===== config.mk =====
export PLATFORM = sky130hd
export DESIGN_NAME = adsr_envelope_gain_core_flat
export DESIGN_NICKNAME = d
export VERILOG_FILES = /design/src/rtl/adsr_pkg.sv /design/src/rtl/adsr_if.sv /design/src/rtl/adsr_envelope_gain_core.sv /design/src/flat_wrapper.sv
export SDC_FILE = /design/constraint.sdc
export NUM_CORES = 2
export LEC_CHECK = 0
export ABC_AREA = 1
export BUFFER_PORTS_ARGS = -buffer_cell sky130_fd_sc_hd__buf_2
export CELL_PAD_IN_SITES_DETAIL_PLACEMENT = 1
export CELL_PAD_IN_SITES_GLOBAL_PLACEMENT = 1
export CORE_MARGIN = 5
export CORE_UTILIZATION = 52
export DETAILED_ROUTE_END_ITERATION = 10
export GPL_TIMING_DRIVEN = 0
export HOLD_SLACK_MARGIN = 0.08
export PLACE_DENSITY = 0.95
export SYNTH_ARGS = -nofsm -noshare
export SYNTH_HDL_FRONTEND = slang
export SYNTH_SLANG_ARGS = --single-unit

===== constraint.sdc =====
create_clock -name clk -period 15.4 [get_ports clk]
set_clock_uncertainty 0.2 [all_clocks]
set_input_delay 3.08 -clock clk [delete_from_list [all_inputs] [get_ports clk]]
set_output_delay 3.08 -clock clk [all_outputs]
set_load 0.01 [all_outputs]

===== src/rtl/adsr_pkg.sv =====
// ----------------------------------------------------------------------------
// adsr_pkg
// Shared widths, codes and types for the ADSR envelope gain stage.
// ----------------------------------------------------------------------------
package adsr_pkg;

  // Level is unsigned with LEVEL_FRAC_BITS fraction bits; 1.0 needs one more bit
  localparam int LEVEL_FRAC_BITS = 23;
  localparam int LEVEL_W         = LEVEL_FRAC_BITS + 1;
  localparam int SAMPLE_WIDTH    = 24;
  localparam int CMD_W           = 2;
  localparam int CFG_IDX_W       = 3;
  localparam int CFG_DATA_W      = 24;

  localparam logic [LEVEL_W-1:0] LVL_ONE = LEVEL_W'(1) << LEVEL_FRAC_BITS;

  typedef logic [LEVEL_W-1:0]             level_t;
  typedef logic signed [SAMPLE_WIDTH-1:0] sample_t;

  typedef enum logic [CMD_W-1:0] {
    CMD_SAMPLE   = 2'd0,
    CMD_NOTE_ON  = 2'd1,
    CMD_NOTE_OFF = 2'd2,
    CMD_UNUSED   = 2'd3
  } cmd_t;

  typedef enum logic [2:0] {
    PH_IDLE    = 3'd0,
    PH_ATTACK  = 3'd1,
    PH_DECAY   = 3'd2,
    PH_SUSTAIN = 3'd3,
    PH_RELEASE = 3'd4
  } phase_t;

  // Configuration register indexes
  localparam logic [CFG_IDX_W-1:0] CFG_ENV_ENABLE    = 3'd0;
  localparam logic [CFG_IDX_W-1:0] CFG_ATTACK_STEP   = 3'd1;
  localparam logic [CFG_IDX_W-1:0] CFG_DECAY_STEP    = 3'd2;
  localparam logic [CFG_IDX_W-1:0] CFG_SUSTAIN_LEVEL = 3'd3;
  localparam logic [CFG_IDX_W-1:0] CFG_RELEASE_STEP  = 3'd4;

endpackage


===== src/rtl/adsr_if.sv =====
// ----------------------------------------------------------------------------
// adsr_in_if / adsr_out_if / adsr_cfg_if
// Valid/ready channels of the ADSR envelope gain stage.
// ----------------------------------------------------------------------------
interface adsr_in_if;
  logic                 valid;
  logic                 ready;
  adsr_pkg::cmd_t       cmd;
  adsr_pkg::sample_t    sample_in;

  modport source (output valid, output cmd, output sample_in, input ready);
  modport sink   (input valid, input cmd, input sample_in, output ready);
endinterface

interface adsr_out_if;
  logic                 valid;
  logic                 ready;
  adsr_pkg::sample_t    sample_out;
  logic                 voice_active;
  adsr_pkg::phase_t     env_phase;

  modport source (output valid, output sample_out, output voice_active,
                  output env_phase, input ready);
  modport sink   (input valid, input sample_out, input voice_active,
                  input env_phase, output ready);
endinterface

interface adsr_cfg_if;
  logic                                  valid;
  logic                                  ready;
  logic [adsr_pkg::CFG_IDX_W-1:0]        index;
  logic [adsr_pkg::CFG_DATA_W-1:0]       data;

  modport source (output valid, output index, output data, input ready);
  modport sink   (input valid, input index, input data, output ready);
endinterface


===== src/rtl/adsr_envelope_gain_core.sv =====
// ----------------------------------------------------------------------------
// adsr_envelope_gain_core
// Linear ADSR gain stage: note events drive the envelope, samples are scaled.
// ----------------------------------------------------------------------------
// One result word per input word, one word per cycle sustained while the
// output side is not stalled. A word accepted by the core updates the
// envelope state and lands in the stage register; the multiply stage then
// loads the output register from it once that register is free, and the
// result is held there until the output side takes it. The
// envelope state register is the only loop, so back-to-back words see each
// other's updates. Configuration writes are always taken (cfg ready is held
// high) and should only be made while idle.
module adsr_envelope_gain_core (
  input  logic              clk,
  input  logic              rst_n,
  adsr_in_if.sink           in_if,
  adsr_out_if.source        out_if,
  adsr_cfg_if.sink          cfg_if
);
  import adsr_pkg::*;

  typedef enum logic [1:0] {
    MODE_ZERO,
    MODE_PASS,
    MODE_SCALE
  } mode_t;

  localparam int PROD_W = SAMPLE_WIDTH + LEVEL_W + 1;

  // configuration
  logic   env_enable_r;
  level_t attack_step_r;
  level_t decay_step_r;
  level_t sustain_level_r;
  level_t release_step_r;

  // envelope state
  phase_t phase_r, phase_nxt;
  level_t level_r, level_nxt;
  logic   note_active_r, note_active_nxt;

  // stage register
  logic    s1_valid_r;
  sample_t s1_sample_r;
  level_t  s1_level_r;
  mode_t   s1_mode_r, mode_nxt;
  logic    s1_active_r;
  phase_t  s1_phase_r;

  // output register
  logic    out_valid_r;
  sample_t out_sample_r;
  logic    out_active_r;
  phase_t  out_phase_r;

  logic   in_acc;
  logic   out_load;
  logic   in_rdy;
  level_t sus_lvl;
  level_t att_st;
  level_t rel_st;
  logic [LEVEL_W:0] att_sum;
  level_t dec_diff;
  level_t rel_diff;
  logic signed [PROD_W-1:0] prod;
  sample_t scaled;

  assign out_load = !out_valid_r || out_if.ready;
  assign in_rdy   = !s1_valid_r || out_load;
  assign in_acc   = in_if.valid && in_rdy;

  assign in_if.ready  = in_rdy;
  assign cfg_if.ready = 1'b1;

  // Clamped settings
  assign sus_lvl = (sustain_level_r > LVL_ONE) ? LVL_ONE : sustain_level_r;
  assign att_st  = (attack_step_r == '0) ? level_t'(1) :
                   (attack_step_r > LVL_ONE) ? LVL_ONE : attack_step_r;
  assign rel_st  = (release_step_r == '0) ? level_t'(1) :
                   (release_step_r > LVL_ONE) ? LVL_ONE : release_step_r;

  assign att_sum  = {1'b0, level_r} + {1'b0, att_st};
  // decrements saturate at zero
  assign dec_diff = (level_r > decay_step_r) ? level_r - decay_step_r : '0;
  assign rel_diff = (level_r > rel_st) ? level_r - rel_st : '0;

  always_comb begin
    phase_nxt       = phase_r;
    level_nxt       = level_r;
    note_active_nxt = note_active_r;
    mode_nxt        = MODE_ZERO;
    case (in_if.cmd)
      CMD_SAMPLE: begin
        if (env_enable_r || phase_r == PH_RELEASE) begin
          mode_nxt = MODE_SCALE;
          case (phase_r)
            PH_ATTACK: begin
              if (att_sum >= {1'b0, LVL_ONE}) begin
                level_nxt = LVL_ONE;
                phase_nxt = (decay_step_r != '0) ? PH_DECAY : PH_SUSTAIN;
              end else begin
                level_nxt = att_sum[LEVEL_W-1:0];
              end
            end
            PH_DECAY: begin
              if (decay_step_r == '0 || dec_diff <= sus_lvl) begin
                level_nxt = sus_lvl;
                phase_nxt = PH_SUSTAIN;
              end else begin
                level_nxt = dec_diff;
              end
            end
            PH_RELEASE: begin
              level_nxt = rel_diff;
              if (rel_diff == '0) begin
                phase_nxt       = PH_IDLE;
                note_active_nxt = 1'b0;
              end
            end
            default: ;
          endcase
        end else begin
          mode_nxt = MODE_PASS;
        end
      end
      CMD_NOTE_ON: begin
        note_active_nxt = 1'b1;
        if (env_enable_r) begin
          phase_nxt = PH_ATTACK;
        end else begin
          level_nxt = LVL_ONE;
          phase_nxt = PH_SUSTAIN;
        end
      end
      CMD_NOTE_OFF: begin
        if (env_enable_r) begin
          phase_nxt = PH_RELEASE;
        end else begin
          note_active_nxt = 1'b0;
          phase_nxt       = PH_IDLE;
          level_nxt       = '0;
        end
      end
      default: ;
    endcase
  end

  // Signed product, then arithmetic shift by the fraction bits
  assign prod   = PROD_W'(s1_sample_r) * $signed({1'b0, s1_level_r});
  assign scaled = prod[LEVEL_FRAC_BITS +: SAMPLE_WIDTH];

  always_ff @(posedge clk) begin
    if (!rst_n) begin
      env_enable_r    <= 1'b0;
      attack_step_r   <= LVL_ONE;
      decay_step_r    <= '0;
      sustain_level_r <= LVL_ONE;
      release_step_r  <= LVL_ONE;
    end else if (cfg_if.valid) begin
      case (cfg_if.index)
        CFG_ENV_ENABLE:    env_enable_r    <= cfg_if.data[0];
        CFG_ATTACK_STEP:   attack_step_r   <= level_t'(cfg_if.data);
        CFG_DECAY_STEP:    decay_step_r    <= level_t'(cfg_if.data);
        CFG_SUSTAIN_LEVEL: sustain_level_r <= level_t'(cfg_if.data);
        CFG_RELEASE_STEP:  release_step_r  <= level_t'(cfg_if.data);
        default: ;
      endcase
    end
  end

  always_ff @(posedge clk) begin
    if (!rst_n) begin
      phase_r       <= PH_IDLE;
      level_r       <= '0;
      note_active_r <= 1'b0;
      s1_valid_r    <= 1'b0;
      out_valid_r   <= 1'b0;
    end else begin
      if (in_acc) begin
        phase_r       <= phase_nxt;
        level_r       <= level_nxt;
        note_active_r <= note_active_nxt;
      end
      if (in_rdy) begin
        s1_valid_r <= in_acc;
      end
      if (out_load) begin
        out_valid_r <= s1_valid_r;
      end
    end
  end

  always_ff @(posedge clk) begin
    if (in_acc) begin
      s1_sample_r <= in_if.sample_in;
      s1_level_r  <= level_nxt;
      s1_mode_r   <= mode_nxt;
      s1_active_r <= note_active_nxt || (phase_nxt == PH_RELEASE);
      s1_phase_r  <= phase_nxt;
    end
    if (out_load && s1_valid_r) begin
      case (s1_mode_r)
        MODE_PASS:  out_sample_r <= s1_sample_r;
        MODE_SCALE: out_sample_r <= scaled;
        default:    out_sample_r <= '0;
      endcase
      out_active_r <= s1_active_r;
      out_phase_r  <= s1_phase_r;
    end
  end

  assign out_if.valid        = out_valid_r;
  assign out_if.sample_out   = out_sample_r;
  assign out_if.voice_active = out_active_r;
  assign out_if.env_phase    = out_phase_r;

endmodule


===== src/flat_wrapper.sv =====
// flat-port wrapper written by rule: the top's interface ports become plain ports
module adsr_envelope_gain_core_flat import adsr_pkg::*;
  (clk, rst_n, in_if_valid, in_if_cmd, in_if_sample_in, in_if_ready, out_if_valid, out_if_sample_out, out_if_voice_active, out_if_env_phase, out_if_ready, cfg_if_valid, cfg_if_index, cfg_if_data, cfg_if_ready);
  adsr_in_if in_if_i ();
  adsr_out_if out_if_i ();
  adsr_cfg_if cfg_if_i ();
  input  logic clk;
  input  logic rst_n;
  input wire logic [$bits(in_if_i.valid)-1:0] in_if_valid;
  input wire logic [$bits(in_if_i.cmd)-1:0] in_if_cmd;
  input wire logic [$bits(in_if_i.sample_in)-1:0] in_if_sample_in;
  output wire logic [$bits(in_if_i.ready)-1:0] in_if_ready;
  output wire logic [$bits(out_if_i.valid)-1:0] out_if_valid;
  output wire logic [$bits(out_if_i.sample_out)-1:0] out_if_sample_out;
  output wire logic [$bits(out_if_i.voice_active)-1:0] out_if_voice_active;
  output wire logic [$bits(out_if_i.env_phase)-1:0] out_if_env_phase;
  input wire logic [$bits(out_if_i.ready)-1:0] out_if_ready;
  input wire logic [$bits(cfg_if_i.valid)-1:0] cfg_if_valid;
  input wire logic [$bits(cfg_if_i.index)-1:0] cfg_if_index;
  input wire logic [$bits(cfg_if_i.data)-1:0] cfg_if_data;
  output wire logic [$bits(cfg_if_i.ready)-1:0] cfg_if_ready;
  assign in_if_i.valid = in_if_valid;
  assign in_if_i.cmd = in_if_cmd;
  assign in_if_i.sample_in = in_if_sample_in;
  assign in_if_ready = in_if_i.ready;
  assign out_if_valid = out_if_i.valid;
  assign out_if_sample_out = out_if_i.sample_out;
  assign out_if_voice_active = out_if_i.voice_active;
  assign out_if_env_phase = out_if_i.env_phase;
  assign out_if_i.ready = out_if_ready;
  assign cfg_if_i.valid = cfg_if_valid;
  assign cfg_if_i.index = cfg_if_index;
  assign cfg_if_i.data = cfg_if_data;
  assign cfg_if_ready = cfg_if_i.ready;
  adsr_envelope_gain_core u_core (.clk(clk), .rst_n(rst_n), .in_if(in_if_i), .out_if(out_if_i), .cfg_if(cfg_if_i));
endmodule

==> metrics.md <==
| Metric | Value |
|---|---|
| Starting DRC count in detailed routing | `3891` |
| Nets | `5752` |
| Compound-Gate Fraction of Synth Area | `0.0849` |
| Post-CTS setup buffers | `0` |
| Seq cells post-synth | `209` |
| Row Count | `94` |
| CP Launch Type | `flip-flop` |
| Post-route ant nets | `0` |
| Sequential cell area fraction in the yosys report | `0.145` |
| Worst-Margin Slew | `between 1 and 1.5 ns` |
| Cell variety after synth | `58` |
| Setup crit end | `u_core.out_if.sample_out[20]$_DFFE_PP_` |
| Worst-skew pair later-pin latency | `0.63 ns` |
| Synth area leader | `fa_1` |
| Clock Tree Root | `clkbuf_16` |
| Drt total wl | `about 160000 um` |
| Core Footprint | `between 60000 and 70000 sq um` |
| CTS Buffer Depth | `3` |
| Unrepaired setup endpoints after global routing | `no` |
| Htree depth | `1` |
| IO buf count | `87` |
| Worst path slowest cell | `clkbuf_1` |
| Max stage delay on crit path | `0.98 ns` |
| Max Cap Viol | `0` |
| Post-synthesis mux area share | `0` |
| Synth top area share | `0.281` |
| Fin Setup TNS | `0 ns` |
| Main combinational cell family by area after synthesis | `adder cells` |
| I/O pin count | `89` |
| Die Y | `267 um` |
| Final critical-path required period | `9.99 ns` |
| Die ar. | `about 71000 sq um` |
| Period Utilization, post-route | `0.649` |
| Status | `finished, violations left` |
| CP Class | `reg2reg` |
| Worst-path clk slew | `0.09 ns` |
| Worst R2R End | `u_core.out_if.sample_out[20]$_DFFE_PP_` |
| Hold Path Class | `reg2reg` |
| Initial core utilization | `0.524` |
| CTS sink cnt | `209` |
| Synth Area in Adders | `0.384` |
| Post-Synth XOR/XNOR Area | `0.0117` |
| Global placement routability congestion | `1.05` |
| CTS buffer count | `27` |
| Total grt overflow | `0` |
| Total number of vias | `35200` |
| CP endpoint kind | `flip-flop` |
| CTS Hold Bufs | `0` |
| 1st-pass router iterations | `9` |
| Register-to-register setup slack | `5.41 ns` |
| Mean Syn Cell Area | `7.16 sq um` |
| Crit-path max FO | `10` |
| Number of setup violations in the final report | `0` |
| Required @ worst endpoint | `between 15 and 20 ns` |
| Area Overhead vs Synth | `7.06%` |
| Total track usage | `0.449` |
| Reg2Reg Depth | `28` |
| Hold Violations, Final | `0` |
| Average wire per standard cell | `28.1 um` |
| Syn_nets | `about 5600` |
| Number of remaining DRC errors | `4` |
| Number of global-route vias before repair | `38700` |
| Share of cells above drive strength 1 | `0.0407` |
| Worst Path Arrival | `between 10 and 15 ns` |
| Critical path buffers and inverters | `9` |
| FMAX | `0.100 GHz` |
| Antenna violations before repair | `9` |
| Die width | `267 um` |
| Ys Warns | `0` |
| Setup crit start | `u_core.s1_sample_r[15]$_DFFE_PP_` |
| Final slew viol count | `0` |
| Mapped Area | `34400 sq um` |
| TritonCTS clock tree | `built` |
| Post-Synth Simple-Gate Area | `0.223` |
| Largest net degree at the start of global routing | `64` |
| Synthesized instance count | `just under 5000` |
| Relative slew slack | `0.0985` |
| Final HPWL DP | `129000 um` |
| Vias/cell | `6.05` |
| Crit. path cell count | `28` |
| Util after Layout | `0.561` |
| Top cell family by delay on the critical path | `adder cells` |
| Reg2reg start | `u_core.s1_sample_r[15]$_DFFE_PP_` |
| Post-CTS Resized | `0` |
| Synth area leaders | `fa_1 28%, nand2_1 13%, inv_1 13%` |
| First-pass GRT wire length | `238000 um` |
| Failing checks | `design-rule violations` |
[routing by layer]
layer,share of wire,up-vias,GRT usage
met5,0.00064,-,0.0128
met4,0.13,8,0.430
met3,0.10,1184,0.137
met2,0.45,2454,0.719
met1,0.32,16800,0.463
li1,-,14700,-
[layout make-up]
| type | count | area, sq um |
|---|---|---|
| fillers | 8636 | 28900 |
| diodes | 8 | 20.0 |
| well taps | 864 | 1080 |
| clock inverters | 10 | 106 |
| flip-flops and latches | 209 | 5000 |
| plain buffers | 186 | 749 |
| clock buffers | 37 | 754 |
| repair buffers | 88 | 455 |
| multi-input cells | 3235 | 24300 |
| inverters | 1179 | 4430 |
[logic make-up (layout without fill, tap and decap cells)]
logic type,after synthesis,after routing
AO/OA/AOI/OAI,548,548
AND/OR/NAND/NOR,1872,1872
XOR/XNOR,46,46
flip-flops,209,209
buffers and inverters,1365,1500
adder cells (fa/ha/maj),768,768
other,1,9
[cells in the mapped netlist, drive strengths merged]
library cell / n
edfxtp: 82
conb: 1
xor2: 23
o21ai: 188
nor3: 38
and3: 3
a311oi: 1
a21boi: 14
xnor2: 23
nor2: 337
or4: 1
a21o: 7
nand4: 50
nand3: 149
o22ai: 1
nand2b: 1
a211o: 1
clkbuf: 172
clkinv: 5
o2111ai: 1
ha: 284
fa: 484
o211ai: 8
nor4: 20
dfxtp: 127
inv: 1174
and2: 6
nor4b: 1
a21oi: 293
a31oi: 7
nand2: 1236
o21a: 12
o21bai: 8
buf: 14
nand3b: 12
o41ai: 1
or2: 18
o31ai: 2
a211oi: 4
[stage by stage]
stage | instance area, sq um | std cells | hold slack (ns) | setup WS [ns]
floorplan | 34400 | 4809 | 0.200 | 8.75
global placement | 36000 | 5760 | 0.201 | 6.41
detailed placement | 36000 | 5761 | 0.207 | 6.07
CTS | 36900 | 5808 | 0.224 | 5.89
global route | 36900 | 5809 | 0.248 | 5.35
finish | 36900 | 5816 | 0.223 | 5.41
[worst min path at each step]
stage	start	end	slack, ns	cells past startpoint
after detailed placement	u_core.s1_phase_r[2]$_DFFE_PP_	u_core.out_if.env_phase[2]$_DFFE_PP_	0.21	0
after floorplan	u_core.s1_phase_r[0]$_DFFE_PP_	u_core.out_if.env_phase[0]$_DFFE_PP_	0.20	0
after CTS	u_core.s1_phase_r[2]$_DFFE_PP_	u_core.out_if.env_phase[2]$_DFFE_PP_	0.22	0
after global placement	u_core.s1_active_r$_DFFE_PP_	u_core.out_if.voice_active$_DFFE_PP_	0.20	0
after global routing	u_core.s1_phase_r[2]$_DFFE_PP_	u_core.out_if.env_phase[2]$_DFFE_PP_	0.25	0
final	u_core.s1_phase_r[2]$_DFFE_PP_	u_core.out_if.env_phase[2]$_DFFE_PP_	0.22	0
[state kept, by name, indices dropped and copies added (netlist names)]
register,count
u_core.phase_r,3
u_core.out_if.sample_out,24
u_core.level_r,24
u_core.s1_level_r,24
u_core.release_step_r,24
u_core.s1_sample_r,24
u_core.env_enable_r,1
u_core.out_if.valid,1
u_core.out_if.voice_active,1
u_core.note_active_r,1
u_core.sustain_level_r,24
u_core.decay_step_r,24
u_core.s1_valid_r,1
u_core.s1_mode_r,2
u_core.out_if.env_phase,3
u_core.s1_phase_r,3
u_core.s1_active_r,1
u_core.attack_step_r,24
[cells in the final DEF, fill, tap and decap left out, types with 8 or more instances in the layout]
cell / instances
nor2_1: 328
fa_1: 484
o211ai_1: 8
dfxtp_1: 127
nor4_1: 19
diode_2: 8
nand3_1: 145
inv_1: 1169
o21bai_1: 8
clkbuf_1: 178
a21oi_1: 290
or2_2: 17
o21ai_0: 184
buf_2: 95
nand3b_1: 11
ha_1: 284
a21boi_0: 14
nand2_1: 1221
xor2_1: 23
nand4_1: 50
xnor2_1: 23
edfxtp_1: 82
o21a_1: 12
nor3_1: 37
clkbuf_16: 28
nand2_2: 14
Power is not shown: default switching activity piles up to over one toggle a cycle in this logic, so the estimate is an artifact.
